==> config.mk <==
export PLATFORM = sky130hd
export DESIGN_NAME = framebuffer_diff_span_finder
export DESIGN_NICKNAME = d
export VERILOG_FILES = /design/src/hdl/fbdsf_pkg.sv /design/src/hdl/fbdsf_front.sv /design/src/hdl/fbdsf_queue.sv /design/src/hdl/fbdsf_back.sv /design/src/hdl/framebuffer_diff_span_finder.sv
export VERILOG_INCLUDE_DIRS = /design/src /design/src/hdl
export SDC_FILE = /design/constraint.sdc
export NUM_CORES = 1
export LEC_CHECK = 0
export ABC_AREA = 1
export BUFFER_PORTS_ARGS = -buffer_cell sky130_fd_sc_hd__buf_4
export CAP_MARGIN = 20
export CORE_ASPECT_RATIO = 0.8
export CORE_MARGIN = 3
export CORE_UTILIZATION = 39
export CTS_BUF_LIST = sky130_fd_sc_hd__clkbuf_2 sky130_fd_sc_hd__clkbuf_4 sky130_fd_sc_hd__clkbuf_8
export DETAILED_ROUTE_END_ITERATION = 8
export PLACE_DENSITY = 0.67
export REMOVE_ABC_BUFFERS = 1
export SLEW_MARGIN = 20
export SYNTH_ARGS = -nofsm -noshare
export SYNTH_HDL_FRONTEND = slang
export SYNTH_HIERARCHICAL = 1
export SYNTH_SLANG_ARGS = --single-unit
==> constraint.sdc <==
create_clock -name clk_i -period 3.2 [get_ports clk_i]
set_input_delay 0 -clock clk_i [delete_from_list [all_inputs] [get_ports clk_i]]
set_output_delay 0 -clock clk_i [all_outputs]
set_load 0.01 [all_outputs]
==> src/hdl/assert_macros.svh <==
// Assertion macros shared by the span finder RTL.
// Each macro samples on clk_i and is disabled while rst_ni is low.
`ifndef ASSERT_MACROS_SVH
`define ASSERT_MACROS_SVH

// Clocked implication checked while the block is out of reset.
`define FBDSF_ASSERT(label, prop, msg) \
  label: assert property (@(posedge clk_i) disable iff (!rst_ni) prop) else $error(msg);

// Next-cycle check that applies after the condition has been sampled.
`define FBDSF_ASSERT_NEXT(label, cond, conseq, msg) \
  label: assert property (@(posedge clk_i) disable iff (!rst_ni) (cond) |=> (conseq)) \
    else $error(msg);

`endif

==> src/hdl/fbdsf_pkg.sv <==
// Package for the framebuffer span finder: payload types, queue entry type and sizes.
// Used by every module of the block; depends on nothing else.
`default_nettype none

package fbdsf_pkg;

  localparam int MAX_WIDTH  = 1024;
  localparam int MAX_HEIGHT = 1024;

  localparam int CFG_W   = 11;
  localparam int COL_W   = $clog2(MAX_WIDTH);
  localparam int ROW_W   = $clog2(MAX_HEIGHT);
  localparam int WCOL_W  = COL_W - 2;
  localparam int WORDS_W = WCOL_W + 1;
  localparam int LANES   = 4;

  localparam int Q_DEPTH = 4;
  localparam int Q_PTR_W = $clog2(Q_DEPTH);

  typedef enum logic {
    REG_ROW_WIDTH    = 1'b0,
    REG_FRAME_HEIGHT = 1'b1
  } reg_idx_e;

  typedef struct packed {
    logic [31:0] new_word;
    logic [31:0] old_word;
  } in_item_t;

  typedef struct packed {
    logic [9:0] span_row;
    logic [9:0] first_pixel;
    logic [9:0] last_pixel;
  } out_item_t;

  typedef struct packed {
    logic             has_diff;
    logic             row_end;
    logic [ROW_W-1:0] row;
    logic [COL_W-1:0] first_col;
    logic [COL_W-1:0] last_col;
  } entry_t;

endpackage

`default_nettype wire

==> src/hdl/fbdsf_front.sv <==
// Front part of the span finder: accepts word pairs, masks and compares lanes,
// tracks the raster position and classifies each word. Depends on fbdsf_pkg.
`default_nettype none

module fbdsf_front (
  input  logic                            clk_i,
  input  logic                            rst_ni,
  input  logic [fbdsf_pkg::CFG_W-1:0]     row_width_i,
  input  logic [fbdsf_pkg::CFG_W-1:0]     frame_height_i,
  input  logic                            in_valid_i,
  output logic                            in_stall_o,
  input  fbdsf_pkg::in_item_t             in_item_i,
  input  logic                            q_full_i,
  output logic                            push_o,
  output fbdsf_pkg::entry_t               entry_o
);
  import fbdsf_pkg::*;

  `include "assert_macros.svh"

  logic [WCOL_W-1:0] col_q, col_d;
  logic [ROW_W-1:0]  row_q, row_d;

  logic [CFG_W-1:0]   width;
  logic [CFG_W-1:0]   height;
  logic [CFG_W-1:0]   width_p3;
  logic [WORDS_W-1:0] words;
  logic [WORDS_W-1:0] col_p1;
  logic [ROW_W:0]     row_p1;
  logic               last_word;
  logic [LANES-1:0]   mask;
  logic [1:0]         lo;
  logic [1:0]         hi;
  logic               accept;

  always_comb begin
    if (row_width_i == '0) begin
      width = CFG_W'(1);
    end else if (row_width_i > CFG_W'(MAX_WIDTH)) begin
      width = CFG_W'(MAX_WIDTH);
    end else begin
      width = row_width_i;
    end
    if (frame_height_i == '0) begin
      height = CFG_W'(1);
    end else if (frame_height_i > CFG_W'(MAX_HEIGHT)) begin
      height = CFG_W'(MAX_HEIGHT);
    end else begin
      height = frame_height_i;
    end
  end

  assign width_p3  = width + CFG_W'(3);
  assign words     = width_p3[CFG_W-1:2];
  assign col_p1    = {1'b0, col_q} + WORDS_W'(1);
  assign last_word = (col_p1 >= words);
  assign row_p1    = {1'b0, row_q} + (ROW_W+1)'(1);

  always_comb begin
    for (int l = 0; l < LANES; l++) begin
      mask[l] = ({1'b0, col_q, 2'(l)} < width) &&
                (in_item_i.new_word[8*l +: 8] != in_item_i.old_word[8*l +: 8]);
    end
    lo = 2'd0;
    for (int l = LANES - 1; l >= 0; l--) begin
      if (mask[l]) begin
        lo = 2'(l);
      end
    end
    hi = 2'd3;
    for (int l = 0; l < LANES; l++) begin
      if (mask[l]) begin
        hi = 2'(l);
      end
    end
  end

  assign in_stall_o = q_full_i;
  assign accept     = in_valid_i && !q_full_i;
  assign push_o     = accept;

  always_comb begin
    entry_o.has_diff  = (mask != '0);
    entry_o.row_end   = last_word;
    entry_o.row       = row_q;
    entry_o.first_col = {col_q, lo};
    entry_o.last_col  = {col_q, hi};
  end

  always_comb begin
    col_d = col_q;
    row_d = row_q;
    if (accept) begin
      if (last_word) begin
        col_d = '0;
        if (row_p1 >= (ROW_W+1)'(height)) begin
          row_d = '0;
        end else begin
          row_d = row_p1[ROW_W-1:0];
        end
      end else begin
        col_d = col_p1[WCOL_W-1:0];
      end
    end
  end

  always_ff @(posedge clk_i or negedge rst_ni) begin
    if (!rst_ni) begin
      col_q <= '0;
      row_q <= '0;
    end else begin
      col_q <= col_d;
      row_q <= row_d;
    end
  end

  `FBDSF_ASSERT_NEXT(a_row_end_wraps_col, accept && last_word, col_q == '0,
                     "column did not return to zero after the last word of a row")
  `FBDSF_ASSERT(a_no_push_when_full, q_full_i |-> !push_o,
                "transaction pushed into a full queue")

endmodule

`default_nettype wire

==> src/hdl/fbdsf_queue.sv <==
// Short queue between the front and back parts of the span finder.
// Holds classified words; depends on fbdsf_pkg.
`default_nettype none

module fbdsf_queue (
  input  logic              clk_i,
  input  logic              rst_ni,
  input  logic              push_i,
  input  fbdsf_pkg::entry_t entry_i,
  output logic              full_o,
  output logic              valid_o,
  input  logic              pop_i,
  output fbdsf_pkg::entry_t head_o
);
  import fbdsf_pkg::*;

  `include "assert_macros.svh"

  entry_t mem_q [Q_DEPTH];

  logic [Q_PTR_W-1:0] wr_ptr_q, wr_ptr_d;
  logic [Q_PTR_W-1:0] rd_ptr_q, rd_ptr_d;
  logic [Q_PTR_W:0]   count_q, count_d;
  logic               do_pop;

  assign full_o  = (count_q == (Q_PTR_W+1)'(Q_DEPTH));
  assign valid_o = (count_q != '0);
  assign head_o  = mem_q[rd_ptr_q];
  assign do_pop  = pop_i && valid_o;

  always_comb begin
    wr_ptr_d = wr_ptr_q;
    rd_ptr_d = rd_ptr_q;
    count_d  = count_q;
    if (push_i) begin
      wr_ptr_d = wr_ptr_q + Q_PTR_W'(1);
    end
    if (do_pop) begin
      rd_ptr_d = rd_ptr_q + Q_PTR_W'(1);
    end
    if (push_i && !do_pop) begin
      count_d = count_q + (Q_PTR_W+1)'(1);
    end else if (!push_i && do_pop) begin
      count_d = count_q - (Q_PTR_W+1)'(1);
    end
  end

  always_ff @(posedge clk_i) begin
    if (push_i) begin
      mem_q[wr_ptr_q] <= entry_i;
    end
  end

  always_ff @(posedge clk_i or negedge rst_ni) begin
    if (!rst_ni) begin
      wr_ptr_q <= '0;
      rd_ptr_q <= '0;
      count_q  <= '0;
    end else begin
      wr_ptr_q <= wr_ptr_d;
      rd_ptr_q <= rd_ptr_d;
      count_q  <= count_d;
    end
  end

  `FBDSF_ASSERT(a_count_bound, count_q <= (Q_PTR_W+1)'(Q_DEPTH),
                "queue count exceeds its depth")
  `FBDSF_ASSERT(a_ptr_gap, (wr_ptr_q - rd_ptr_q) == count_q[Q_PTR_W-1:0],
                "queue pointers disagree with the count")

endmodule

`default_nettype wire

==> src/hdl/fbdsf_back.sv <==
// Back part of the span finder: merges classified words into spans and holds
// the finished span in the output register. Depends on fbdsf_pkg.
`default_nettype none

module fbdsf_back (
  input  logic                 clk_i,
  input  logic                 rst_ni,
  input  logic                 q_valid_i,
  input  fbdsf_pkg::entry_t    head_i,
  output logic                 pop_o,
  output logic                 out_valid_o,
  input  logic                 out_stall_i,
  output fbdsf_pkg::out_item_t out_item_o
);
  import fbdsf_pkg::*;

  `include "assert_macros.svh"

  logic             open_q, open_d;
  logic [COL_W-1:0] first_q, first_d;
  logic [COL_W-1:0] last_q, last_d;
  logic             out_valid_q, out_valid_d;
  out_item_t        out_q, out_d;

  logic pop;
  logic emit;

  assign pop   = q_valid_i && !(out_valid_q && out_stall_i);
  assign pop_o = pop;

  always_comb begin
    open_d      = open_q;
    first_d     = first_q;
    last_d      = last_q;
    out_d       = out_q;
    out_valid_d = out_valid_q && out_stall_i;
    emit        = 1'b0;
    if (pop) begin
      if (head_i.has_diff) begin
        if (!open_q) begin
          first_d = head_i.first_col;
        end
        last_d = head_i.last_col;
        open_d = !head_i.row_end;
        emit   = head_i.row_end;
      end else begin
        open_d = 1'b0;
        emit   = open_q;
      end
      if (emit) begin
        out_d.span_row    = 10'(head_i.row);
        out_d.first_pixel = 10'(first_d);
        out_d.last_pixel  = 10'(last_d);
        out_valid_d       = 1'b1;
      end
    end
  end

  always_ff @(posedge clk_i) begin
    first_q <= first_d;
    last_q  <= last_d;
    out_q   <= out_d;
  end

  always_ff @(posedge clk_i or negedge rst_ni) begin
    if (!rst_ni) begin
      open_q      <= 1'b0;
      out_valid_q <= 1'b0;
    end else begin
      open_q      <= open_d;
      out_valid_q <= out_valid_d;
    end
  end

  assign out_valid_o = out_valid_q;
  assign out_item_o  = out_q;

  `FBDSF_ASSERT_NEXT(a_row_end_closes, pop && head_i.row_end, !open_q,
                     "span still open after the end of a row")
  `FBDSF_ASSERT_NEXT(a_emit_loads_out, pop && emit, out_valid_q,
                     "finished span was not presented")
  `FBDSF_ASSERT(a_span_order, out_valid_q |-> (out_q.first_pixel <= out_q.last_pixel),
                "span ends before it starts")

endmodule

`default_nettype wire

==> src/hdl/framebuffer_diff_span_finder.sv <==
// Top level of the framebuffer span finder: configuration registers, front,
// queue and back. Depends on fbdsf_pkg, fbdsf_front, fbdsf_queue and fbdsf_back.
//
//   channel  | handshake              | payload
//   ---------+------------------------+---------------------------------
//   input    | in_valid_i / in_stall_o | in_item_i  (new_word, old_word)
//   output   | out_valid_o / out_stall_i | out_item_o (row, first, last)
//   config   | psel, penable, pwrite   | paddr, pwdata, prdata
//
// One word pair is accepted every cycle while the four-entry queue has room.
// A span appears in the output register the cycle after the back part takes
// the word that closes it. The input stalls only when the queue is full, which
// happens only after the output side has stalled.
// Reset clears the raster position, the open span and all valid flags;
// the width and height registers reset to 128.
`default_nettype none

module framebuffer_diff_span_finder (
  input  logic                 clk_i,
  input  logic                 rst_ni,
  input  logic                 psel,
  input  logic                 penable,
  input  logic                 pwrite,
  input  logic [2:0]           paddr,
  input  logic [31:0]          pwdata,
  output logic [31:0]          prdata,
  output logic                 pready,
  input  logic                 in_valid_i,
  output logic                 in_stall_o,
  input  fbdsf_pkg::in_item_t  in_item_i,
  output logic                 out_valid_o,
  input  logic                 out_stall_i,
  output fbdsf_pkg::out_item_t out_item_o
);
  import fbdsf_pkg::*;

  logic [CFG_W-1:0] row_width_q, row_width_d;
  logic [CFG_W-1:0] frame_height_q, frame_height_d;
  reg_idx_e         reg_idx;
  logic             cfg_wr;

  logic   q_full;
  logic   q_valid;
  logic   push;
  logic   pop;
  entry_t entry;
  entry_t head;

  assign pready  = 1'b1;
  assign reg_idx = reg_idx_e'(paddr[2]);
  assign cfg_wr  = psel && penable && pwrite;

  always_comb begin
    row_width_d    = row_width_q;
    frame_height_d = frame_height_q;
    prdata         = '0;
    case (reg_idx)
      REG_ROW_WIDTH: begin
        prdata = 32'(row_width_q);
        if (cfg_wr) begin
          row_width_d = pwdata[CFG_W-1:0];
        end
      end
      REG_FRAME_HEIGHT: begin
        prdata = 32'(frame_height_q);
        if (cfg_wr) begin
          frame_height_d = pwdata[CFG_W-1:0];
        end
      end
      default: begin
        prdata = '0;
      end
    endcase
  end

  always_ff @(posedge clk_i or negedge rst_ni) begin
    if (!rst_ni) begin
      row_width_q    <= CFG_W'(128);
      frame_height_q <= CFG_W'(128);
    end else begin
      row_width_q    <= row_width_d;
      frame_height_q <= frame_height_d;
    end
  end

  fbdsf_front u_front (
    .clk_i          (clk_i),
    .rst_ni         (rst_ni),
    .row_width_i    (row_width_q),
    .frame_height_i (frame_height_q),
    .in_valid_i     (in_valid_i),
    .in_stall_o     (in_stall_o),
    .in_item_i      (in_item_i),
    .q_full_i       (q_full),
    .push_o         (push),
    .entry_o        (entry)
  );

  fbdsf_queue u_queue (
    .clk_i   (clk_i),
    .rst_ni  (rst_ni),
    .push_i  (push),
    .entry_i (entry),
    .full_o  (q_full),
    .valid_o (q_valid),
    .pop_i   (pop),
    .head_o  (head)
  );

  fbdsf_back u_back (
    .clk_i       (clk_i),
    .rst_ni      (rst_ni),
    .q_valid_i   (q_valid),
    .head_i      (head),
    .pop_o       (pop),
    .out_valid_o (out_valid_o),
    .out_stall_i (out_stall_i),
    .out_item_o  (out_item_o)
  );

endmodule

`default_nettype wire

==> results of run 1 <==
==> kinds of logic after synthesis <==
logic type / count (synthesis) / synth area share (%)
xor+xnor: 38 / 2.94
buf+inv: 204 / 9.30
simple gates: 520 / 18.9
flops: 227 / 58.1
fa+ha+maj: 37 / 4.16
other cells: 2 / 0.0664
compound gates: 110 / 6.50
==> layout make-up <==
cell class                      count  share of cell area [%]
Sequential cell                   227                    49.2
Clock inverter                     12                   0.646
Clock buffer                       54                    4.95
Multi-Input combinational cell    728                    28.4
Tap cell                          370                    3.46
Timing Repair Buffer              164                    9.58
Inverter                          135                    3.84
==> worst max-delay path, stage by stage (launching register included) <==
cell	delay, ns
sky130_fd_sc_hd__dfrtp_1	0.41
sky130_fd_sc_hd__nor2_2	0.16
sky130_fd_sc_hd__nand3_2	0.14
sky130_fd_sc_hd__o21bai_4	0.25
sky130_fd_sc_hd__nand2_1	0.14
sky130_fd_sc_hd__nand2_2	0.10
sky130_fd_sc_hd__nand2_2	0.09
sky130_fd_sc_hd__nor2_4	0.11
sky130_fd_sc_hd__nand3_1	0.10
sky130_fd_sc_hd__nand2_1	0.07
sky130_fd_sc_hd__nand2_1	0.07
sky130_fd_sc_hd__ha_1	0.32
sky130_fd_sc_hd__a21oi_1	0.12
sky130_fd_sc_hd__o21ai_0	0.09
sky130_fd_sc_hd__nand2_1	0.09
sky130_fd_sc_hd__nand4_2	0.11
sky130_fd_sc_hd__nand2_2	0.12
sky130_fd_sc_hd__clkinv_4	0.12
sky130_fd_sc_hd__nand3b_1	0.10
sky130_fd_sc_hd__o21ai_0	0.07
==> cells in the final DEF, fill, tap and decap left out, types with 13 or more instances in the layout <==
master                          Yosys  routed
sky130_fd_sc_hd__a21oi_1           15      14
sky130_fd_sc_hd__o211ai_1          64      64
sky130_fd_sc_hd__dlygate4sd3_1      0      20
sky130_fd_sc_hd__ha_1              36      36
sky130_fd_sc_hd__xor2_1            15      15
sky130_fd_sc_hd__conb_1             2      22
sky130_fd_sc_hd__nand4_1           15      15
sky130_fd_sc_hd__nor2_1            51      48
sky130_fd_sc_hd__nand3_1           48      48
sky130_fd_sc_hd__nand2_1          370     369
sky130_fd_sc_hd__clkbuf_8           0      41
sky130_fd_sc_hd__o21ai_0           23      23
sky130_fd_sc_hd__inv_1            130     130
sky130_fd_sc_hd__xnor2_1           23      23
sky130_fd_sc_hd__dfrtp_1           47      46
sky130_fd_sc_hd__clkbuf_4           0      13
sky130_fd_sc_hd__nor3_1            13      13
sky130_fd_sc_hd__buf_4             40     144
sky130_fd_sc_hd__edfxtp_1         178     178
==> per-layer routing <==
layer	GRT usage (%)	wire, µm
met4	3.77	350
met5	0	0
met3	3.28	1330
met2	24.1	10300
met1	20.8	11100
==> timing repair <==
item / 4_1_cts / 5_1_grt
gates resized for setup: 0 / 8
hold buffers: 20 / 0
setup endpoints to repair: 0 / 29
setup buffers: 0 / 1
endpoints found under the hold margin: 78 / 0
==> per-stage QoR <==
stage / setup WS [ns] / instances
after floorplan: -0.314 / 1089
after global placement: 0.256 / 1602
after detailed placement: 0.131 / 1602
after CTS: 0.129 / 1688
after global routing: -0.0204 / 1690
final: 0.289 / 1690
==> synthesized netlist by cell type (2+ instances only) <==
cell                       instances  area (µm²)
sky130_fd_sc_hd__a21oi_1          15        75.1
sky130_fd_sc_hd__buf_2            10        50.1
sky130_fd_sc_hd__buf_4            40         300
sky130_fd_sc_hd__buf_6            15         169
sky130_fd_sc_hd__clkbuf_1          3        11.3
sky130_fd_sc_hd__conb_1            2        7.51
sky130_fd_sc_hd__dfrtp_1          47        1180
sky130_fd_sc_hd__dfstp_2           2        52.6
sky130_fd_sc_hd__edfxtp_1        178        5350
sky130_fd_sc_hd__ha_1             36         450
sky130_fd_sc_hd__inv_1           130         488
sky130_fd_sc_hd__inv_2             5        18.8
sky130_fd_sc_hd__nand2_1         370        1390
sky130_fd_sc_hd__nand2_2           5        31.3
sky130_fd_sc_hd__nand3_1          48         240
sky130_fd_sc_hd__nand3_2           2        20.0
sky130_fd_sc_hd__nand3b_1          4        30.0
sky130_fd_sc_hd__nand4_1          15        93.8
sky130_fd_sc_hd__nor2_1           51         191
sky130_fd_sc_hd__nor2_2            3        18.8
sky130_fd_sc_hd__nor3_1           13        65.1
sky130_fd_sc_hd__nor4_1            3        18.8
sky130_fd_sc_hd__o211ai_1         64         480
sky130_fd_sc_hd__o21a_1            2        15.0
sky130_fd_sc_hd__o21ai_0          23         115
sky130_fd_sc_hd__o22ai_1           3        18.8
sky130_fd_sc_hd__or2_2             4        25.0
sky130_fd_sc_hd__xnor2_1          23         201
sky130_fd_sc_hd__xor2_1           15         131
==> state kept, by name, indices dropped and copies added, names as in the netlist <==
signal and flops:
u_back/open_q 1, row_width_q 11, u_queue/wr_ptr_q 2, u_front/col_q 8, u_back/out_valid_o 1, u_back/out_item_o 30
u_back/first_q 10, u_back/last_q 10, u_queue/rd_ptr_q 2, u_queue/count_q 3, u_front/row_q 10, u_queue/mem_q 128
frame_height_q 11
==> path summary, 6_finish.rpt <==
path                                                startpoint                         endpoint  cells past startpoint
worst min-delay path                                    rst_ni     u_back/out_valid_o$_DFF_PN0_                      2
worst max register to register      row_width_q[0]$_DFFE_PN0P_     u_front/row_q[1]$_DFFE_PN0P_                     19
min in group clk_i                                  in_valid_i  u_queue/wr_ptr_q[1]$_DFFE_PN0P_                      6
worst min register to register  u_queue/count_q[2]$_DFFE_PN0P_   u_queue/count_q[2]$_DFFE_PN0P_                      2
worst max-delay path                row_width_q[0]$_DFFE_PN0P_     u_front/row_q[1]$_DFFE_PN0P_                     19
max in group asynchronous                               rst_ni       row_width_q[3]$_DFFE_PN0P_                      2
==> power breakdown <==
part	switching [mW]	internal, mW	total, mW
logic	2.98	1.64	4.62
clock network	1.15	1.35	2.51
registers	0.520	4.67	5.19
total	4.65	7.67	12.3
==> results.md, run 1 <==
- Worst-skew pair later-pin latency: about 0.54 ns
- Final hold slack: 0.0369 ns
- Clock transition at path regs: about 0.06 ns
- Count of routing violations after the opening detailed-route iteration: around 440
- Final antenna diode count: 0
- Worst-margin pin slew: approximately 0.76 ns
- TritonCTS clock tree: built
- Outcome: complete, no violations
- Antenna violations before repair: 0
- Register-to-register setup slack: around 0.29 ns
- Number of vias per cell: 4.68
- Clock root buffer: sky130_fd_sc_hd__clkbuf_8
- Area growth, synth to finish: 18.2%
- Final antenna-violating net count: 0
- Leakage power figure: roughly 6 nW
- CTS max path bufs: 3
- Wire length of the first global-routing pass: roughly 38000 µm
- H-tree depth: 2
- Data required, critical path: 3.62 ns
- Worst Setup Start Kind: flip-flop
- Placer congestion estimate: a little under 0.8
- Arrival time worst endpoint: ~3.3 ns
- Starting Density: 39.8%
- Clock net sink count: ~230
- Worst hold path type: primary input to asynchronous set/reset pin
- WS Path Type: flip-flop to flip-flop
- Area post-placement: between 10000 and 15000 µm²
- Slew Limit Fails: 0
- Netlist cell types: 36
- Final Net Count: around 1400
- Number of instances in the synthesized netlist: about 1100
- Area of combinational cells with multiple inputs: ~3800 µm²
- First drt pass iteration count: 5
- CORE AREA: approximately 28000 µm²
- Ratio of final minimum period to clock period: around 91%
- Horizontal die dimension: 196 µm
- Max Clock Skew: between 0.02 and 0.03 ns
- Share of the core filled with cells in the final layout: 47.1%
- Max-cap check violation count: 0
- Total negative slack for setup checks: 0 ns
- Yosys warns: 6
- Flip-flop and latch count after synthesis: between 200 and 250
- Routed via count: 7915
- Post-Syn Area per Cell: 9.94 µm²
- Share of flip-flops with an asynchronous set or reset after synthesis: ~22%
- Detail-routed net length per standard cell: 13.7 µm
- EDFF count, synth: about 180
- Total wire length after detailed routing: 23100 µm
- CTS Buf Count: 37
- Cell area after layout: about 13000 µm²
- Layout filler cell count: between 2000 and 3000
- HPWL Detailed: between 15000 and 20000 µm
- Peak ir drop on the vdd network: 0.400 mV
- Floorplan die area: between 30000 and 40000 µm²
- Final routed DRC violation total: 0
- Max-Slew Margin vs Limit: between 40% and 50%
- Power per unit of standard cell area: 922 nW/µm²
- Category of the worst setup path capture point: flip-flop
- Via count of the first global-routing pass: 7509
- I/O pin count: around 170
- Final min period: 2.91 ns
- Maximum number of pins on one net before global-route repair: a little over 80
- Number of setup violations in the final report: 0
- Count of port buffers added during placement: 125
- Overflow left after global routing: 0
- Proportion of layout cells with a drive suffix above 1: between 10% and 20%
- Overall power: 12.3 mW
- Seq/Total Area, Yosys: approximately 58%
- Cell area after synthesis: about 11000 µm²
- Maximum net fanout on the critical path: 18
- FP Rows: 55
- GRT Util Overall: 15.0%
- Maximum achievable frequency: approximately 340 MHz
- Final hold violations: 0
- Storage cell area: around 6600 µm²
- Die height: 158 µm
- Synth Flop Type: sky130_fd_sc_hd__edfxtp_1
Note: power is estimated with default switching activity, not from simulation.
==> run 2, diff against run 1 <==
- CTS_BUF_LIST: sky130_fd_sc_hd__clkbuf_2 sky130_fd_sc_hd__clkbuf_4 sky130_fd_sc_hd__clkbuf_8 -> unset
==> run 2 against run 1 <==
Effect of this change:
- combinational power about the same
- non-clock buffer count increased by 9
- core utilization increased by 0.33 points
- critical path depth decreased by 3
- clock power increased by 5%
- flip-flop and latch count unchanged
- sequential share of layout area decreased by 0.35 points
- die area unchanged
- routed wire length decreased by 0.61%
- clock skew decreased by 0.014 ns
- cell area increased by 0.71%
- final cell count decreased by 0.95%
- critical path type unchanged
==> results.md, run 2 (synthesized netlist as in run 1, its figures left out) <==
- Outcome: complete, no violations
- CORE AREA: 28400 µm²
- Worst slack at placement: approximately 0.13 ns
- Count of port buffers added during placement: around 130
- Number of cells on the worst reg-to-reg path: 16
- Slew Limit Fails: 0
- Proportion of layout cells with a drive suffix above 1: between 10% and 20%
- Largest register by flop count: u_queue/mem_q
- Largest register FFs: 128
- Maximum net fanout on the critical path: 18
- Total wire length after detailed routing: about 23000 µm
- Final hold violations: 0
- Die height: 158 µm
- Clock net sink count: between 200 and 250
- Power per unit of standard cell area: roughly 900 nW/µm²
- Most common cell after layout, fill and taps aside: sky130_fd_sc_hd__nand2_1
- Post-route worst setup slack: 0.226 ns
- HPWL Detailed: 15600 µm
- Starting Density: about two fifths
- Final routed DRC violation total: 0
- Worst hold path type: primary input to asynchronous set/reset pin
- Overall power: ~12 mW
- Family with the most delay on the worst path: simple AND/OR/NAND/NOR gates
- Number of vias per cell: 4.75
- CTS Buf Count: 23
- Via count of the first global-routing pass: ~7300
- Number of setup violations in the final report: 0
- Max-Slew Margin vs Limit: about half
- Category of the worst setup path capture point: flip-flop
- Leakage power figure: approximately 6 nW
- Antenna violations before repair: 0
- Delay of the slowest critical-path stage: around 0.42 ns
- Slowest-stage cell, CP: sky130_fd_sc_hd__dfrtp_1
- Ratio of final minimum period to clock period: 92.9%
- Max Clock Skew: about 0.013 ns
- Max-cap check violation count: 0
- Peak ir drop on the vdd network: between 0.4 and 0.5 mV
- Arrival time worst endpoint: between 3 and 4 ns
- Commonest non-fill, non-tap cells in the layout: sky130_fd_sc_hd__nand2_1 (368), sky130_fd_sc_hd__edfxtp_1 (178), sky130_fd_sc_hd__buf_4 (146)
- Maximum achievable frequency: 336 MHz
- Worst Setup Start Kind: flip-flop
- Placer congestion estimate: between 0.7 and 0.8
- Layout filler cell count: 2599
- Critical Path, Cell by Cell: nor2_2 > nand3_2 > o21bai_4 > nand2_2 > nor3_1 > nand2_1 > o21ai_0 > inv_1 > ha_1 > a21oi_1 > o21a_1 > nand4_2 > nand2_2 > clkinv_4 > nand3b_1 > o21ai_0
- Unrepaired setup endpoints after global routing: yes
- TritonCTS clock tree: built
- Cell area after layout: about 13000 µm²
- Floorplan die area: 31100 µm²
- Wire length of the first global-routing pass: around 37000 µm
- Worst-skew pair later-pin latency: approximately 0.52 ns
- Area post-placement: ~12000 µm²
- Final antenna-violating net count: 0
- Clock root buffer: sky130_fd_sc_hd__clkbuf_16
- First drt pass iteration count: 5
- FP Rows: between 50 and 60
- Clock transition at path regs: around 0.06 ns
- CTS max path bufs: 3
- I/O pin count: about 170
- Count of routing violations after the opening detailed-route iteration: around 550
- Overflow left after global routing: 0
- Final min period: approximately 3.0 ns
- Worst-margin pin slew: about 0.75 ns
- Count of buffer and inverter cells on the critical path: 2
- Maximum number of pins on one net before global-route repair: slightly above 80
- Data required, critical path: approximately 3.6 ns
- Routed via count: slightly below 8000
- Detail-routed net length per standard cell: about 14 µm
- H-tree depth: 1
- Area growth, synth to finish: 19.0%
- Final antenna diode count: 0
- GRT Util Overall: around 15%
- Total stage count of the critical path: 16
- WS Path Type: flip-flop to flip-flop
- Final Net Count: around 1400
- Horizontal die dimension: just under 200 µm
run 2: cell types whose count changed in the layout (fill, tap and decap cells not counted), sizes merged:
| cell | change |
|---|---|
| buf | +2 |
| bufinv | +1 |
| clkbuf | -23 |
| clkinv | -1 |
| dlygate4sd3 | +7 |
| inv | -1 |
| o21bai | -1 |
run 2: area by class of cell:
| cell class | instances | area, µm² | share of cell area (%) |
|---|---|---|---|
| multi-input combinational | 727 | 3800 | 28.2 |
| inverter | 135 | 513 | 3.81 |
| clock buffer | 31 | 656 | 4.87 |
| timing repair buffer | 173 | 1370 | 10.1 |
| clock inverter | 11 | 96.3 | 0.715 |
| sequential | 227 | 6580 | 48.8 |
| tap | 370 | 463 | 3.44 |
run 2: path summary, 6_finish.rpt:
kind	from	to	slack, ns
max in group asynchronous	rst_ni	row_width_q[3]$_DFFE_PN0P_	2.63
min	rst_ni	u_back/out_valid_o$_DFF_PN0_	0.04
max reg2reg	row_width_q[0]$_DFFE_PN0P_	u_front/row_q[2]$_DFFE_PN0P_	0.23
min reg2reg	u_queue/count_q[2]$_DFFE_PN0P_	u_queue/count_q[2]$_DFFE_PN0P_	0.48
min in group clk_i	in_valid_i	u_queue/wr_ptr_q[1]$_DFFE_PN0P_	0.05
max	row_width_q[0]$_DFFE_PN0P_	u_front/row_q[2]$_DFFE_PN0P_	0.23
run 2: metal layers:
layer  track usage (%)  wire [µm]  share of wire, %
met5                 0          0                 0
met1              20.9      10800                47
met2              24.3      10600                46
met3              2.33       1270               5.5
met4              2.68        320               1.4
run 2: report_power, final:
group	switching [mW]	internal [mW]
Clock	1.10	1.53
Sequential	0.517	4.67
Combinational	2.99	1.66
Total	4.60	7.86
run 2: worst register-to-register path, stage by stage (launching register included):
cell and delay [ns]:
sky130_fd_sc_hd__dfrtp_1 0.42, sky130_fd_sc_hd__nor2_2 0.16, sky130_fd_sc_hd__nand3_2 0.13, sky130_fd_sc_hd__o21bai_4 0.28
sky130_fd_sc_hd__nand2_2 0.13, sky130_fd_sc_hd__nor3_1 0.18, sky130_fd_sc_hd__nand2_1 0.14, sky130_fd_sc_hd__o21ai_0 0.19
sky130_fd_sc_hd__inv_1 0.07, sky130_fd_sc_hd__ha_1 0.31, sky130_fd_sc_hd__a21oi_1 0.15, sky130_fd_sc_hd__o21a_1 0.15
sky130_fd_sc_hd__nand4_2 0.13, sky130_fd_sc_hd__nand2_2 0.12, sky130_fd_sc_hd__clkinv_4 0.12, sky130_fd_sc_hd__nand3b_1 0.10
sky130_fd_sc_hd__o21ai_0 0.07
run 2: metrics by stage:
stage	cells	util [%]	hold WS (ns)	setup TNS (ns)
after floorplan	1089	-	-0.296	-9.43
after global placement	1602	43.6	0.0757	0
after detailed placement	1602	43.6	0.0789	0
after CTS	1671	47.2	0.0247	0
after global routing	1674	47.4	0.0891	-0.0328
final	1674	47.4	0.0449	0
run 2: timing repair:
item / CTS / global route
endpoints found under the hold margin: 78 / 0
setup buffers: 0 / 3
setup endpoints to repair: 0 / 30
gates resized for setup: 0 / 11
hold buffers: 27 / 0
==> run 3, diff against run 2 <==
==> constraint.sdc (replaced) <==
create_clock -name clk_i -period 3.2 [get_ports clk_i]
set_input_delay 0.64 -clock clk_i [delete_from_list [all_inputs] [get_ports clk_i]]
set_output_delay 0.64 -clock clk_i [all_outputs]
set_load 0.01 [all_outputs]
==> run 3 against run 2 <==
Effect of this change:
- hold slack better by 0.090 ns
- first-iteration DRC count is 22% lower
- critical endpoint unchanged
- largest power group unchanged
- clock skew is 0.00062 ns higher
- routed wire length is 0.61% higher
==> results.md, run 3 (synthesized netlist as in run 1, its figures left out) <==
- Outcome: complete, no violations
- Worst Setup Start Kind: flip-flop
- Delay of the slowest critical-path stage: between 0.4 and 0.5 ns
- Placer congestion estimate: between 0.8 and 0.9
- TritonCTS clock tree: built
- First drt pass iteration count: 5
- Overflow left after global routing: 0
- Power per unit of standard cell area: 957 nW/µm²
- Worst slack at placement: 0.167 ns
- Final antenna-violating net count: 0
- Clock net sink count: around 230
- Layout filler cell count: between 2000 and 3000
- Area post-placement: between 10000 and 15000 µm²
- Total wire length after detailed routing: between 20000 and 25000 µm
- Final min period: slightly below 3 ns
- Worst-margin pin slew: 0.775 ns
- CTS Buf Count: 24
- Largest register by flop count: u_queue/mem_q
- Count of port buffers added during placement: approximately 130
- Most common cell after layout, fill and taps aside: sky130_fd_sc_hd__nand2_1
- Peak ir drop on the vdd network: about 0.53 mV
- Proportion of layout cells with a drive suffix above 1: between 10% and 20%
- Area of combinational cells with multiple inputs: roughly 3800 µm²
- Clock root buffer: sky130_fd_sc_hd__clkbuf_16
- Max Clock Skew: roughly 0.014 ns
- CORE AREA: 28400 µm²
- Max-cap check violation count: 0
- Category of the worst setup path capture point: flip-flop
- Total negative slack for setup checks: 0 ns
- Antenna violations before repair: 0
- Count of routing violations after the opening detailed-route iteration: about 430
- Startpoint of the lowest-slack register-to-register path: row_width_q[0]$_DFFE_PN0P_
- Leakage power figure: 5.99 nW
- Critical Path, Cell by Cell: nor2_2 > nand3_2 > o21bai_4 > nand2_1 > nand2_2 > nand2_2 > nor2_4 > nand3_1 > nand2_1 > nand2_1 > ha_1 > a21oi_1 > o21ai_0 > nand2_1 > nand4_2 > nand2_2 > clkinv_4 > nand3b_1 > o21ai_0
- HPWL Detailed: 15700 µm
- Cell count after placement: approximately 1600
- Cell with the most instances on the worst path: sky130_fd_sc_hd__nand2_1
- Wire length of the first global-routing pass: between 30000 and 40000 µm
- Family with the most delay on the worst path: simple AND/OR/NAND/NOR gates
- Detail-routed net length per standard cell: 14.0 µm
- Maximum achievable frequency: 343 MHz
- FP Rows: between 50 and 60
- H-tree depth: 1
- Slew Limit Fails: 0
- GRT Util Overall: between 10% and 20%
- Post-route worst setup slack: 0.281 ns
- Worst-skew pair later-pin latency: roughly 0.52 ns
- WS Path Type: flip-flop to flip-flop
- I/O pin count: between 150 and 200
- Number of setup violations in the final report: 0
- Slowest-stage cell, CP: sky130_fd_sc_hd__dfrtp_1
- Routed via count: 7773
- Maximum number of pins on one net before global-route repair: 82
- Commonest non-fill, non-tap cells in the layout: sky130_fd_sc_hd__nand2_1 (369), sky130_fd_sc_hd__edfxtp_1 (178), sky130_fd_sc_hd__buf_4 (145)
- CTS max path bufs: 3
- Count of buffer and inverter cells on the critical path: 1
- Max-Slew Margin vs Limit: between 40% and 50%
- Ratio of final minimum period to clock period: approximately 90%
- Largest register FFs: between 100 and 150
- Arrival time worst endpoint: approximately 3.3 ns
- Finished Layout Cells: ~1700
- Final hold slack: 0.135 ns
- Clock transition at path regs: 0.06 ns
- Via count of the first global-routing pass: between 7000 and 8000
- Data required, critical path: approximately 3.6 ns
- Critical path launch point: row_width_q[0]$_DFFE_PN0P_
- Storage cell area: between 6000 and 7000 µm²
- Floorplan die area: 31100 µm²
- Final antenna diode count: 0
- Horizontal die dimension: a little under 200 µm
- Final routed DRC violation total: 0
- Starting Density: about two fifths
- Die height: approximately 160 µm
- Maximum net fanout on the critical path: 18
- Final Net Count: roughly 1400
- Worst hold path type: primary input to asynchronous set/reset pin
- Final hold violations: 0
- Area growth, synth to finish: 17.4%
- Number of vias per cell: around 4.7
- Cell area after layout: around 13000 µm²
## run 3: layout make-up
| type | instances | share of cell area [%] |
|---|---|---|
| clock inverter | 17 | 1.56 |
| inverter | 135 | 3.86 |
| tap | 370 | 3.48 |
| clock buffer | 27 | 4.68 |
| sequential | 227 | 49.5 |
| timing repair buffer | 146 | 8.34 |
| multi-input combinational | 728 | 28.6 |
## run 3: routing by layer
metal | global-route usage [%] | share of wire (%)
met5 | 0 | 0
met4 | 3.09 | 1.6
met3 | 2.69 | 5.7
met2 | 24.1 | 45
met1 | 20.8 | 48
## run 3: final timing paths
path	endpoint	depth (start not counted)	slack, ns
max	u_front/row_q[2]$_DFFE_PN0P_	19	0.28
min	u_back/out_valid_o$_DFF_PN0_	1	0.14
max reg2reg	u_front/row_q[2]$_DFFE_PN0P_	19	0.28
min reg2reg	u_queue/count_q[2]$_DFFE_PN0P_	2	0.47
max in group asynchronous	frame_height_q[1]$_DFFE_PN0P_	1	2.55
min in group clk_i	frame_height_q[7]$_DFFE_PN1P_	3	0.35
## run 3: worst register-to-register path, cell delays in order, from the launching register on
cell and delay, ns:
sky130_fd_sc_hd__dfrtp_1 0.43, sky130_fd_sc_hd__nor2_2 0.16, sky130_fd_sc_hd__nand3_2 0.14, sky130_fd_sc_hd__o21bai_4 0.24, sky130_fd_sc_hd__nand2_1 0.14, sky130_fd_sc_hd__nand2_2 0.10, sky130_fd_sc_hd__nand2_2 0.09, sky130_fd_sc_hd__nor2_4 0.11
sky130_fd_sc_hd__nand3_1 0.11, sky130_fd_sc_hd__nand2_1 0.07, sky130_fd_sc_hd__nand2_1 0.06, sky130_fd_sc_hd__ha_1 0.31, sky130_fd_sc_hd__a21oi_1 0.13, sky130_fd_sc_hd__o21ai_0 0.10, sky130_fd_sc_hd__nand2_1 0.08, sky130_fd_sc_hd__nand4_2 0.12
sky130_fd_sc_hd__nand2_2 0.13, sky130_fd_sc_hd__clkinv_4 0.12, sky130_fd_sc_hd__nand3b_1 0.10, sky130_fd_sc_hd__o21ai_0 0.08
## run 3: metrics by stage
step / power, mW / utilization [%]
after floorplan: 8.09 / -
after global placement: 9.68 / 43.7
after detailed placement: 9.88 / 43.7
after CTS: 12.8 / 46.6
after global routing: 13.7 / 46.8
final: 12.7 / 46.8
## run 3: timing repair
| item | 4_1_cts | 5_1_grt |
|---|---|---|
| resized for setup | 0 | 9 |
| buffers inserted | 0 | 1 |
| setup endpoints to repair | 0 | 27 |
| hold buffers | 0 | 0 |
## run 3: power by group
group / switching [mW] / total, mW / internal [mW]
logic: 2.99 / 4.64 / 1.64
clock network: 1.15 / 2.89 / 1.73
registers: 0.517 / 5.19 / 4.67
